--- src/design/byte_ring_fifo_top_assert.svh ---
// ----------------------------------------------------------------------------
// byte_ring_fifo_top_assert: assertion macros for the byte ring FIFO
// Each macro expands to one labeled concurrent assertion clocked on clk
// and disabled while arst_n is low.
// ----------------------------------------------------------------------------
`ifndef BYTE_RING_FIFO_TOP_ASSERT_SVH
`define BYTE_RING_FIFO_TOP_ASSERT_SVH

// Whenever the antecedent holds, the consequent must hold in the same cycle
`define BRF_ASSERT_IMPL(lbl, ante, cons, msg) \
	lbl: assert property (@(posedge clk) disable iff (!arst_n) (ante) |-> (cons)) \
		else $error(msg);

// The condition must never hold
`define BRF_ASSERT_NEVER(lbl, cond, msg) \
	lbl: assert property (@(posedge clk) disable iff (!arst_n) !(cond)) \
		else $error(msg);

`endif

--- src/design/brf_pkg.sv ---
`timescale 1ns / 1ps
// ----------------------------------------------------------------------------
// brf_pkg: shared types and constants of the byte ring FIFO
// Word formats, the queue command between front and back, and the cursor
// helper functions.
// ----------------------------------------------------------------------------
package brf_pkg;

	localparam int DEPTH     = 1024;
	localparam int MAX_BURST = 64;
	localparam int ADDR_W    = $clog2(DEPTH);
	localparam int FILL_W    = $clog2(DEPTH + 1);
	localparam int CNT_W     = $clog2(MAX_BURST + 1);
	localparam int SUM_W     = FILL_W + 1;
	localparam int QDEPTH    = 4;
	localparam int QPTR_W    = $clog2(QDEPTH);
	localparam int QCNT_W    = $clog2(QDEPTH + 1);

	// opcodes
	localparam logic [1:0] OP_PUSH  = 2'd0;
	localparam logic [1:0] OP_POP   = 2'd1;
	localparam logic [1:0] OP_PEEK  = 2'd2;
	localparam logic [1:0] OP_CLEAR = 2'd3;

	// status codes
	localparam logic [1:0] ST_OK    = 2'd0;
	localparam logic [1:0] ST_PARAM = 2'd1;
	localparam logic [1:0] ST_FULL  = 2'd2;
	localparam logic [1:0] ST_EMPTY = 2'd3;

	// configuration register indexes
	localparam logic REG_CAPACITY = 1'b0;

	typedef struct packed {
		logic [1:0] opcode;
		logic [7:0] data_byte;
		logic       chunk_last;
		logic [6:0] request_len;
	} in_word_t;

	typedef struct packed {
		logic [1:0]  status;
		logic [7:0]  out_byte;
		logic        byte_valid;
		logic        last;
		logic [10:0] fill_count;
	} out_word_t;

	// one queued command: either a single result (with optional store write)
	// or a read burst of count bytes starting at addr
	typedef struct packed {
		logic              burst;
		logic              we;
		logic [ADDR_W-1:0] waddr;
		logic [7:0]        wdata;
		logic [ADDR_W-1:0] addr;
		logic [CNT_W-1:0]  count;
		logic [1:0]        status;
		logic [FILL_W-1:0] fill;
	} cmd_t;

	// queue status toward the front and back
	typedef struct packed {
		logic valid;
		logic full;
	} q_stat_t;

	// effective ring size: zero acts as one, oversize acts as DEPTH
	function automatic logic [FILL_W-1:0] cap_clamp(input logic [FILL_W-1:0] c);
		logic [FILL_W-1:0] r;
		r = c;
		if (c == '0)
			r = FILL_W'(1);
		else if (c > FILL_W'(DEPTH))
			r = FILL_W'(DEPTH);
		return r;
	endfunction

	// cursor step with wrap at the ring size
	function automatic logic [ADDR_W-1:0] advance(input logic [ADDR_W-1:0] c,
		input logic [FILL_W-1:0] cap);
		logic [FILL_W-1:0] n;
		n = FILL_W'(c) + FILL_W'(1);
		return (n >= cap) ? '0 : n[ADDR_W-1:0];
	endfunction

endpackage

--- src/design/brf_queue.sv ---
`timescale 1ns / 1ps
// ----------------------------------------------------------------------------
// brf_queue: command queue between front and back
// Four entries of decoded commands so that each side can stall on its own.
// ----------------------------------------------------------------------------
module brf_queue (
	input  logic           clk,
	input  logic           arst_n,
	input  logic           push,
	input  brf_pkg::cmd_t  push_cmd,
	input  logic           pop,
	output brf_pkg::cmd_t  head,
	output brf_pkg::q_stat_t stat
);

	brf_pkg::cmd_t                 ent_q [brf_pkg::QDEPTH];
	logic [brf_pkg::QPTR_W-1:0]    wptr_q;
	logic [brf_pkg::QPTR_W-1:0]    rptr_q;
	logic [brf_pkg::QCNT_W-1:0]    cnt_q;

	// entry storage
	always_ff @(posedge clk) begin
		if (push)
			ent_q[wptr_q] <= push_cmd;
	end

	// pointers and occupancy
	always_ff @(posedge clk or negedge arst_n) begin
		if (!arst_n) begin
			wptr_q <= '0;
			rptr_q <= '0;
			cnt_q  <= '0;
		end else begin
			if (push)
				wptr_q <= wptr_q + 1'b1;
			if (pop)
				rptr_q <= rptr_q + 1'b1;
			if (push && !pop)
				cnt_q <= cnt_q + 1'b1;
			else if (pop && !push)
				cnt_q <= cnt_q - 1'b1;
		end
	end

	assign head       = ent_q[rptr_q];
	assign stat.valid = (cnt_q != '0);
	assign stat.full  = (cnt_q == brf_pkg::QCNT_W'(brf_pkg::QDEPTH));

endmodule

--- config.mk ---
export PLATFORM = sky130hd
export DESIGN_NAME = brf_queue
export DESIGN_NICKNAME = d
export VERILOG_FILES = /design/src/design/byte_ring_fifo_top_assert.svh /design/src/design/brf_pkg.sv /design/src/design/brf_queue.sv
export SDC_FILE = /design/constraint.sdc
export NUM_CORES = 1
export LEC_CHECK = 0
export ABC_CLOCK_PERIOD_IN_PS = 5300
export BUFFER_PORTS_ARGS = -buffer_cell sky130_fd_sc_hd__clkbuf_2
export CORE_MARGIN = 2
export CORE_UTILIZATION = 41
export DETAILED_ROUTE_END_ITERATION = 12
export HOLD_SLACK_MARGIN = 0.12
export PLACE_DENSITY_LB_ADDON = 0.25
export SYNTH_ARGS = -nofsm -noshare
export SYNTH_HDL_FRONTEND = slang
export SYNTH_SLANG_ARGS = --single-unit
--- constraint.sdc ---
create_clock -name clk -period 5.3 [get_ports clk]
set_input_delay 0.53 -clock clk [delete_from_list [all_inputs] [get_ports clk]]
set_output_delay 0.53 -clock clk [all_outputs]
set_load 0.02 [all_outputs]
==> results_dict.tcl <==
set metrics [dict create \
    crit_arrival_ns 2.51 \
    die_y_um 141 \
    path_class "flop to primary output" \
    drive_gt1_frac 0.440 \
    first_global_vias 3690 \
    critPathCaptureType "primary output" \
    total_power_mw 5.17 \
    outcome "completed" \
    fin_setup_tns_ns 0 \
    htreeDepth 1 \
    syn_avg_cell_area_um2 25.9 \
    timing.rr.start "wptr_q[0]" \
    fillers 1557 \
    wl_per_cell_um 19.7 \
    root_buffer "clkbuf_16" \
    coreArea_mm2 0.0185 \
    vias 3356 \
    syn-cell-area_mm2 0.00767 \
    synth_cell_types 20 \
    ios 106 \
    grtUsageTotal 0.137 \
    crit_end "head[45]" \
    r2r_slack_ns 3.16 \
    fin_crit_ns 3.04 \
    drt-total-wl_um 13100 \
    synth.yosys.seq_area_share 0.806 \
    min-delay-path-class "primary input to flop" \
    hpwl_um 7420 \
    grt_first_pass_wirelength_um 20500 \
    syn_nets 356 \
    reg2reg_to "ent_q[0][7]" \
    antenna_found_initial 0 \
    period_share 0.573 \
    die-area_mm2 0.0198 \
    relSlewSlack 0.284 \
    powerDensity_mw_per_mm2 571 \
    maxCapViolCount 0 \
    regArea_mm2 0.00619 \
    io_buffers 105 \
    worst_slew_pin_slew_ns 1.07 \
    finalNonFillerCells 668 \
    clock_path_buffers 3 \
    critPathMaxFanout 52 \
    reg2reg_depth 4 \
    multi_input_area_mm2 0.00134 \
    grt_max_degree 53 \
    netlist_instances 296 \
    clk_pin_slew_ns 0.05 \
    fmax_mhz 329 \
    peakVddDrop_mv 0.270 \
    drt_iter0_markers 207 \
    post_cts_resized 0 \
    drc 0 \
    finalSetupViolCount 0 \
    slew_violations 0 \
    area_growth_pct 18.0 \
    floorplan.initialDensity 0.414 \
    worst_setup_path_start_kind "flop" \
    numCtsBuffers 22 \
    fin_skew_ns 0.0156 \
    ys_warn_count 0 \
    hold_viol 0 \
    fin_hold_ws_ns 0.246 \
    numClockSinks 207 \
    grt-ovfl-total 0 \
    cp-startpoint "rptr_q[0]" \
    rows 50 \
    layout.nets 479 \
    place.gp.congestion 0.631 \
    firstDrtPassIters 4 \
    dp.cells 628 \
    grt_setup_unrepaired "no" \
    n_antenna_cell 0 \
    worstPathRequired_ns 4.77 \
    worstSkewPairLatency_ns 0.49 \
    ant_nets 0 \
    synth-seq-cells 207 \
    die_x_um 141 \
    viasPerCell 5.02 \
    leakagePower_nw 3.14 \
    utilization 0.489 \
    cts_tree "built" \
]
-- registers in the layout, indices dropped and copies added (netlist names) --
name	count
cnt_q	3
rptr_q	2
ent_q	200
wptr_q	2
-- cells by family after synthesis --
logic type	Yosys count	synth area share
XOR/XNOR	6	0.00685
flip-flops	207	0.806
multiplexers	51	0.149
AO/OA/AOI/OAI	1	0.000652
buffers and inverters	16	0.0202
AND/OR/NAND/NOR	9	0.00652
adder cells (fa/ha/maj)	6	0.0108
-- synthesized netlist by cell type --
master	instances	area share
edfxtp_1	200	0.78
mux4_2	48	0.14
dfrtp_1	7	0.023
buf_12	5	0.013
buf_2	5	0.0033
ha_1	5	0.0082
and2_1	4	0.0033
inv_1	4	0.0020
xor2_1	4	0.0046
mux4_1	2	0.0069
nand2_1	2	0.00098
xnor2_1	2	0.0023
buf_6	1	0.0015
clkbuf_1	1	0.00049
fa_1	1	0.0026
mux2_2	1	0.0015
nor2_1	1	0.00049
nor3b_1	1	0.00098
o21ai_0	1	0.00065
or3_1	1	0.00082
-- layer usage --
metal  vias up  track usage  part of all wire
li1       1510            -                 -
met3        22       0.0387             0.065
met4         0       0.0400             0.021
met1      1739        0.182              0.43
met5         -            0                 0
met2        85        0.223              0.49
-- worst min-delay path by stage --
stage / startpoint / end / slack, ns / depth (start not counted)
final: pop / rptr_q[0] / 0.25 / 2
after global routing: push_cmd[41] / ent_q[0][41] / 0.24 / 1
after CTS: pop / rptr_q[0] / 0.23 / 2
after detailed placement: arst_n / cnt_q[2] / 0.37 / 1
after global placement: arst_n / rptr_q[0] / 0.38 / 1
after floorplan: arst_n / cnt_q[0] / 0.23 / 0
-- power breakdown --
group / switching, mW / total, mW / internal (mW)
registers: 0.231 / 2.38 / 2.15
clock network: 0.557 / 1.37 / 0.808
logic: 0.802 / 1.42 / 0.622
total: 1.59 / 5.17 / 3.58
-- what timing repair did --
item                      CTS  global route
setup buffers               0             0
hold endpoints to repair    7             0
hold buffers                1             0
-- cell type report --
class,instances,share of cell area
Sequential cell,207,0.683
Multi-Input combinational cell,73,0.148
Clock buffer,34,0.0692
Timing Repair Buffer,111,0.0633
Tap cell,234,0.0323
Clock inverter,5,0.00235
Inverter,4,0.00166
-- per-stage QoR --
step | setup slack (ns) | instance area [um^2]
after floorplan | 3.08 | 7670
after global routing | 2.04 | 9050
after detailed placement | 2.68 | 8400
final | 2.26 | 9050
after global placement | 2.67 | 8400
after CTS | 2.15 | 9050
-- worst max-delay path: stages (launching register included) --
cell and delay, ns:
dfrtp_4 1.14, mux4_1 0.68, clkbuf_2 0.18
-- layout by cell type, fill, tap and decap left out, types with 5 or more instances in the layout --
cell type | synthesis | layout
clkbuf_2 | 0 | 105
dfrtp_1 | 7 | 5
clkbuf_1 | 1 | 10
buf_4 | 0 | 5
edfxtp_1 | 200 | 200
ha_1 | 5 | 5
mux4_2 | 48 | 48
clkbuf_16 | 0 | 23
Note: power is estimated with default switching activity, not from simulation.
