## src/design/byte_ring_fifo_top_assert.svh

```systemverilog
// ----------------------------------------------------------------------------
// byte_ring_fifo_top_assert: assertion macros for the byte ring FIFO
// Each macro expands to one labeled concurrent assertion clocked on clk
// and disabled while arst_n is low.
// ----------------------------------------------------------------------------
`ifndef BYTE_RING_FIFO_TOP_ASSERT_SVH
`define BYTE_RING_FIFO_TOP_ASSERT_SVH

// Whenever the antecedent holds, the consequent must hold in the same cycle
`define BRF_ASSERT_IMPL(lbl, ante, cons, msg) \
	lbl: assert property (@(posedge clk) disable iff (!arst_n) (ante) |-> (cons)) \
		else $error(msg);

// The condition must never hold
`define BRF_ASSERT_NEVER(lbl, cond, msg) \
	lbl: assert property (@(posedge clk) disable iff (!arst_n) !(cond)) \
		else $error(msg);

`endif

```

## src/design/brf_pkg.sv

```systemverilog
`timescale 1ns / 1ps
// ----------------------------------------------------------------------------
// brf_pkg: shared types and constants of the byte ring FIFO
// Word formats, the queue command between front and back, and the cursor
// helper functions.
// ----------------------------------------------------------------------------
package brf_pkg;

	localparam int DEPTH     = 1024;
	localparam int MAX_BURST = 64;
	localparam int ADDR_W    = $clog2(DEPTH);
	localparam int FILL_W    = $clog2(DEPTH + 1);
	localparam int CNT_W     = $clog2(MAX_BURST + 1);
	localparam int SUM_W     = FILL_W + 1;
	localparam int QDEPTH    = 4;
	localparam int QPTR_W    = $clog2(QDEPTH);
	localparam int QCNT_W    = $clog2(QDEPTH + 1);

	// opcodes
	localparam logic [1:0] OP_PUSH  = 2'd0;
	localparam logic [1:0] OP_POP   = 2'd1;
	localparam logic [1:0] OP_PEEK  = 2'd2;
	localparam logic [1:0] OP_CLEAR = 2'd3;

	// status codes
	localparam logic [1:0] ST_OK    = 2'd0;
	localparam logic [1:0] ST_PARAM = 2'd1;
	localparam logic [1:0] ST_FULL  = 2'd2;
	localparam logic [1:0] ST_EMPTY = 2'd3;

	// configuration register indexes
	localparam logic REG_CAPACITY = 1'b0;

	typedef struct packed {
		logic [1:0] opcode;
		logic [7:0] data_byte;
		logic       chunk_last;
		logic [6:0] request_len;
	} in_word_t;

	typedef struct packed {
		logic [1:0]  status;
		logic [7:0]  out_byte;
		logic        byte_valid;
		logic        last;
		logic [10:0] fill_count;
	} out_word_t;

	// one queued command: either a single result (with optional store write)
	// or a read burst of count bytes starting at addr
	typedef struct packed {
		logic              burst;
		logic              we;
		logic [ADDR_W-1:0] waddr;
		logic [7:0]        wdata;
		logic [ADDR_W-1:0] addr;
		logic [CNT_W-1:0]  count;
		logic [1:0]        status;
		logic [FILL_W-1:0] fill;
	} cmd_t;

	// queue status toward the front and back
	typedef struct packed {
		logic valid;
		logic full;
	} q_stat_t;

	// effective ring size: zero acts as one, oversize acts as DEPTH
	function automatic logic [FILL_W-1:0] cap_clamp(input logic [FILL_W-1:0] c);
		logic [FILL_W-1:0] r;
		r = c;
		if (c == '0)
			r = FILL_W'(1);
		else if (c > FILL_W'(DEPTH))
			r = FILL_W'(DEPTH);
		return r;
	endfunction

	// cursor step with wrap at the ring size
	function automatic logic [ADDR_W-1:0] advance(input logic [ADDR_W-1:0] c,
		input logic [FILL_W-1:0] cap);
		logic [FILL_W-1:0] n;
		n = FILL_W'(c) + FILL_W'(1);
		return (n >= cap) ? '0 : n[ADDR_W-1:0];
	endfunction

endpackage

```

## src/design/brf_front.sv

```systemverilog
`timescale 1ns / 1ps
// ----------------------------------------------------------------------------
// brf_front: input side of the byte ring FIFO
// Accepts words, owns the cursors and fill, stages push chunks and turns
// every word into one queued command.
// ----------------------------------------------------------------------------
module brf_front (
	input  logic                         clk,
	input  logic                         arst_n,
	input  logic                         in_valid,
	output logic                         in_stall,
	input  brf_pkg::in_word_t            in_data,
	input  logic [brf_pkg::FILL_W-1:0]   cap,
	input  brf_pkg::q_stat_t             q_stat,
	output logic                         q_push,
	output brf_pkg::cmd_t                q_cmd
);

	typedef enum logic [1:0] {
		F_RUN  = 2'b01,
		F_WALK = 2'b10
	} fstate_t;

	fstate_t                          state_q;
	logic [brf_pkg::ADDR_W-1:0]       wcur_q, rcur_q, scur_q;
	logic [brf_pkg::FILL_W-1:0]       stored_q, staged_q;
	logic                             failed_q;
	logic [brf_pkg::CNT_W-1:0]        walk_left_q;

	logic [brf_pkg::ADDR_W-1:0]       nxt_wcur, nxt_rcur, nxt_scur, sc;
	logic [brf_pkg::FILL_W-1:0]       nxt_stored, nxt_staged, sb;
	logic                             nxt_failed, fail, start_walk;
	logic [brf_pkg::SUM_W-1:0]        sum, rsum;
	logic [brf_pkg::CNT_W-1:0]        n;
	logic                             accept;

	assign in_stall = q_stat.full || (state_q != F_RUN);
	assign accept   = in_valid && !in_stall;
	assign q_push   = accept;

	// decode one word into the next cursor state and its command
	always_comb begin
		nxt_wcur   = wcur_q;
		nxt_rcur   = rcur_q;
		nxt_scur   = scur_q;
		nxt_stored = stored_q;
		nxt_staged = staged_q;
		nxt_failed = failed_q;
		start_walk = 1'b0;
		fail       = failed_q;
		sc         = scur_q;
		sb         = staged_q;
		n          = '0;
		rsum       = '0;
		sum        = brf_pkg::SUM_W'(stored_q) + brf_pkg::SUM_W'(staged_q)
			+ brf_pkg::SUM_W'(1);
		q_cmd        = '0;
		q_cmd.status = brf_pkg::ST_OK;
		q_cmd.fill   = stored_q;
		q_cmd.wdata  = in_data.data_byte;
		case (in_data.opcode) inside
			brf_pkg::OP_PUSH: begin
				// stage the byte unless the chunk already overflowed or this byte overflows it
				if (!failed_q) begin
					if (sum > brf_pkg::SUM_W'(cap)) begin
						fail = 1'b1;
					end else begin
						q_cmd.we    = 1'b1;
						q_cmd.waddr = scur_q;
						sc          = brf_pkg::advance(scur_q, cap);
						sb          = staged_q + 1'b1;
					end
				end
				q_cmd.status = fail ? brf_pkg::ST_FULL : brf_pkg::ST_OK;
				if (in_data.chunk_last) begin
					// commit or discard the whole chunk
					if (!fail) begin
						nxt_wcur   = sc;
						nxt_stored = stored_q + sb;
						nxt_scur   = sc;
					end else begin
						nxt_scur   = wcur_q;
					end
					nxt_staged = '0;
					nxt_failed = 1'b0;
					q_cmd.fill = nxt_stored;
				end else begin
					nxt_scur   = sc;
					nxt_staged = sb;
					nxt_failed = fail;
				end
			end
			brf_pkg::OP_CLEAR: begin
				nxt_wcur   = '0;
				nxt_rcur   = '0;
				nxt_scur   = '0;
				nxt_stored = '0;
				nxt_staged = '0;
				nxt_failed = 1'b0;
				q_cmd.fill = '0;
			end
			brf_pkg::OP_POP, brf_pkg::OP_PEEK: begin
				if (in_data.request_len == '0) begin
					q_cmd.status = brf_pkg::ST_PARAM;
				end else if (stored_q == '0) begin
					q_cmd.status = brf_pkg::ST_EMPTY;
				end else begin
					// clamp to burst limit and fill
					n = (in_data.request_len > brf_pkg::CNT_W'(brf_pkg::MAX_BURST))
						? brf_pkg::CNT_W'(brf_pkg::MAX_BURST) : in_data.request_len;
					if (stored_q < brf_pkg::FILL_W'(n))
						n = stored_q[brf_pkg::CNT_W-1:0];
					q_cmd.burst = 1'b1;
					q_cmd.addr  = rcur_q;
					q_cmd.count = n;
					if (in_data.opcode == brf_pkg::OP_POP) begin
						nxt_stored = stored_q - brf_pkg::FILL_W'(n);
						q_cmd.fill = nxt_stored;
						// usual case: one wrap at most; otherwise step it out
						if ((brf_pkg::FILL_W'(rcur_q) < cap) && (brf_pkg::FILL_W'(n) <= cap)) begin
							rsum = brf_pkg::SUM_W'(rcur_q) + brf_pkg::SUM_W'(n);
							if (rsum >= brf_pkg::SUM_W'(cap))
								rsum = rsum - brf_pkg::SUM_W'(cap);
							nxt_rcur = rsum[brf_pkg::ADDR_W-1:0];
						end else begin
							start_walk = 1'b1;
						end
					end
				end
			end
			default: ;
		endcase
	end

	// state update; the walk steps the read cursor one byte per cycle
	always_ff @(posedge clk or negedge arst_n) begin
		if (!arst_n) begin
			state_q     <= F_RUN;
			wcur_q      <= '0;
			rcur_q      <= '0;
			scur_q      <= '0;
			stored_q    <= '0;
			staged_q    <= '0;
			failed_q    <= 1'b0;
			walk_left_q <= '0;
		end else begin
			unique case (state_q)
				F_RUN: begin
					if (accept) begin
						wcur_q   <= nxt_wcur;
						rcur_q   <= nxt_rcur;
						scur_q   <= nxt_scur;
						stored_q <= nxt_stored;
						staged_q <= nxt_staged;
						failed_q <= nxt_failed;
						if (start_walk) begin
							state_q     <= F_WALK;
							walk_left_q <= n;
						end
					end
				end
				F_WALK: begin
					rcur_q      <= brf_pkg::advance(rcur_q, cap);
					walk_left_q <= walk_left_q - 1'b1;
					if (walk_left_q == brf_pkg::CNT_W'(1))
						state_q <= F_RUN;
				end
				default: state_q <= F_RUN;
			endcase
		end
	end

endmodule

```

## config.mk

```make
export PLATFORM = sky130hd
export DESIGN_NAME = brf_front
export DESIGN_NICKNAME = d
export VERILOG_FILES = /design/src/design/byte_ring_fifo_top_assert.svh /design/src/design/brf_pkg.sv /design/src/design/brf_front.sv
export SDC_FILE = /design/constraint.sdc
export NUM_CORES = 1
export LEC_CHECK = 0
export ABC_AREA = 1
export CAP_MARGIN = 20
export CORE_MARGIN = 2
export CORE_UTILIZATION = 55
export CTS_CLUSTER_SIZE = 25
export DETAILED_ROUTE_END_ITERATION = 10
export DONT_BUFFER_PORTS = 1
export PLACE_DENSITY_LB_ADDON = 0.08
export RECOVER_POWER = 25
export SYNTH_ARGS = -nofsm -noshare
export SYNTH_HDL_FRONTEND = slang
export SYNTH_SLANG_ARGS = --single-unit
```

## constraint.sdc

```tcl
create_clock -name clk -period 12.33 [get_ports clk]
set_clock_uncertainty 0.05 [all_clocks]
set_input_delay 1.233 -clock clk [delete_from_list [all_inputs] [get_ports clk]]
set_output_delay 1.233 -clock clk [all_outputs]
set_load 0.02 [all_outputs]
```

==> results.txt <==
Final Hold Fails = 0
Crit. End Element = primary output
Worst-path fanout max = 12
# hold bufs at CTS = 0
Mux cell area share after synthesis = 0%
Setup TNS Final = 0 ps
Port buffer count = 0
GRT Util Overall = 30.4%
Synth area leaders = dfrtp_1 (20%), ha_1 (18%), nand2_1 (11%)
Area fraction of the dominant cell type after synthesis = 19.7%
Hold_sp = wcur_q[5]$_DFFE_PN0P_
I/O pin count = 86
Pwr per Cell Area = 279 mW/mm²
Hold WC Path Type = flop to flop
Yosys top cell by area = dfrtp_1
Crit Path Category = flop to primary output
Post-Synth XOR/XNOR Area = 6.57%
Layout cells sized above 1 = 5.32%
Number of synthesized register bits = 62
Max-cap viol count = 0
Max incr delay on CP = 520 ps
Total Wirelength = 21.6 mm
Post-synthesis compound-gate area fraction = 19.7%
P&R area growth vs syn = 4.74%
R2R depth = 40
First-pass GRT wire length = 35.3 mm
Commonest cells post-synth = nand2_1 (225), inv_1 (165), ha_1 (113), nor2_1 (93), o21ai_0 (88)
Vias per cell = 5.66
Remaining global-route overflow = 0
Critical Path Most Common Cell = nand2_1
Tmin final = 7950 ps
CTS tree = done
Outcome = complete, no violations
Post-CTS Repair Setup Buffers = 0
DRC viols = 0
Die W = 123 µm
Final setup violation count = 0
Syn Std Cell Area = 0.00774 mm²
Initial Util = 55.9%
Rows = 43
Pre-antenna DRT Iters = 5
Hold Path End = wcur_q[5]$_DFFE_PN0P_
Largest family of logic cells by synthesized area = simple AND/OR/NAND/NOR gates
Synth Net Count = 1,271
Worst skew pair latency = 340 ps
Top FF cell, synth = dfrtp_1
Clock Sinks = 62
Final core utilization = 58.6%
Asr flop ratio synth = 100%
Total number of vias = 7,305
Vias in the first global route = 7,005
Worst r2r dst = stored_q[10]$_DFFE_PN0P_
Post-synthesis simple-gate area fraction = 23.4%
Adder-Cell Fraction of Synth Area = 19.6%
Top-count cell post-synth = nand2_1
Fin nets = 1,257
Seq/Total Area, Yosys = 20.1%
DP Area = 0.00781 mm²
Worst vdd ir = 0.156 mV
Design area = 0.00810 mm²
Fin cells = 1,290
CTS Buf Count = 9
Htree depth = 3
Antenna Nets Post-Route = 0
Syn Area/Cell = 6.91 µm²
Largest net degree at the start of global routing = 63
Die Y = 123 µm
RSZ-0062 raised after global routing = false
CTS max path bufs = 2
Type of origin of the critical path = flop
Lkg Pwr = 0.00420 µW
Final period util = 64.5%
Hold Crit Depth = 2
Final Max Slew Viols = 0
DRT iter0 DRCs = 461
Core region area = 0.0138 mm²
Gpl congestion = 0.914
Synth Instances = 1,119
Max frequency = 126 MHz
Critical path arrival = 6660 ps
FF-to-FF setup slack = 5720 ps
Post-CTS sizing = 0
# placed instances = 1,274
Antenna cells = 0
Root Buffer = clkbuf_16
CP max-delay cell = dfrtp_1
Worst reg2reg startpoint = stored_q[1]$_DFFE_PN0P_
Synth warn = 0
EDFF count, synth = 0
WL per Instance = 16.7 µm
DP HPWL = 16.9 mm
Yosys cell types = 54
Initial antenna violation count = 0
Slew HR = 43.4%
Worst-Margin Slew = 848 ps
Die area = 0.0150 mm²
Crit path required time = 11,050 ps
Clk slew on worst S/H paths = 60 ps
[placed cells by master (no fill, tap or decap), types with 15 or more instances in the layout]
cell / n
o21ai_0: 88
ha_1: 113
a21oi_1: 81
o211ai_1: 18
nand3_1: 42
nand2_1: 225
nand4_1: 16
inv_1: 165
nor2_1: 93
xor2_1: 43
o21ai_1: 28
xnor2_1: 15
dfrtp_1: 61
[metrics by stage]
stage	hold WS, ps	power (µW)	setup slack, ps
6_report	472	2260	4380
4_1_cts	471	2250	4390
3_5_place_dp	455	1980	4790
2_1_floorplan	423	1660	5950
3_3_place_gp	448	1960	4880
5_1_grt	516	2520	3750
[critical path: cells and delay by family, from the launching register on]
| kind | cells | cell delay (ps) |
|---|---|---|
| AND/OR/NAND/NOR | 19 | 2270 |
| AO/OA/AOI/OAI | 9 | 1480 |
| adder cells (fa/ha/maj) | 4 | 1360 |
| flip-flops | 1 | 520 |
| buffers and inverters | 4 | 520 |
| XOR/XNOR | 1 | 170 |
[kinds of logic (layout without fill, tap and decap cells)]
logic type      after synthesis  in the layout
compound gates              264            264
xor+xnor                     58             58
fa+ha+maj                   118            118
buf+inv                     201            192
flops                        62             62
simple gates                416            416
[final cells by class]
type                            count  area, µm²
Tap cell                          180        225
Inverter                          174        653
Multi-Input combinational cell    856       5370
Fill cell                        1362       5720
Clock buffer                       10        229
Sequential cell                    62       1550
Timing Repair Buffer                2       15.0
Clock inverter                      6       62.6
[layer usage]
layer | vias up | GRT usage [%] | wire length (µm)
li1 | 3703 | - | -
met1 | 3381 | 39.2 | 9890
met2 | 183 | 50.5 | 9880
met3 | 38 | 7.11 | 1270
met4 | 0 | 9.05 | 539
met5 | - | 0 | 0
[worst max path at each step]
stage,slack (ps),cells after the start,startpoint,endpoint
after floorplan,5950,39,stored_q[0]$_DFFE_PN0P_,q_cmd[10]
after CTS,4390,37,stored_q[1]$_DFFE_PN0P_,q_cmd[10]
after detailed placement,4790,37,stored_q[1]$_DFFE_PN0P_,q_cmd[10]
final,4380,37,stored_q[1]$_DFFE_PN0P_,q_cmd[10]
after global routing,3750,37,stored_q[1]$_DFFE_PN0P_,q_cmd[10]
after global placement,4880,37,stored_q[1]$_DFFE_PN0P_,q_cmd[10]
[sequential cells by signal, indices dropped and copies added (netlist names)]
register	flops
staged_q	11
state_q	2
walk_left_q	7
stored_q	11
wcur_q	10
failed_q	1
scur_q	10
rcur_q	10
[where the power goes]
part           leakage [µW]  internal, µW  switching (µW)
combinational       0.00324           583            1050
sequential         0.000829           271            95.6
clock              0.000134           156             101
total               0.00420          1010            1250
(Power assumes the default switching activity.)
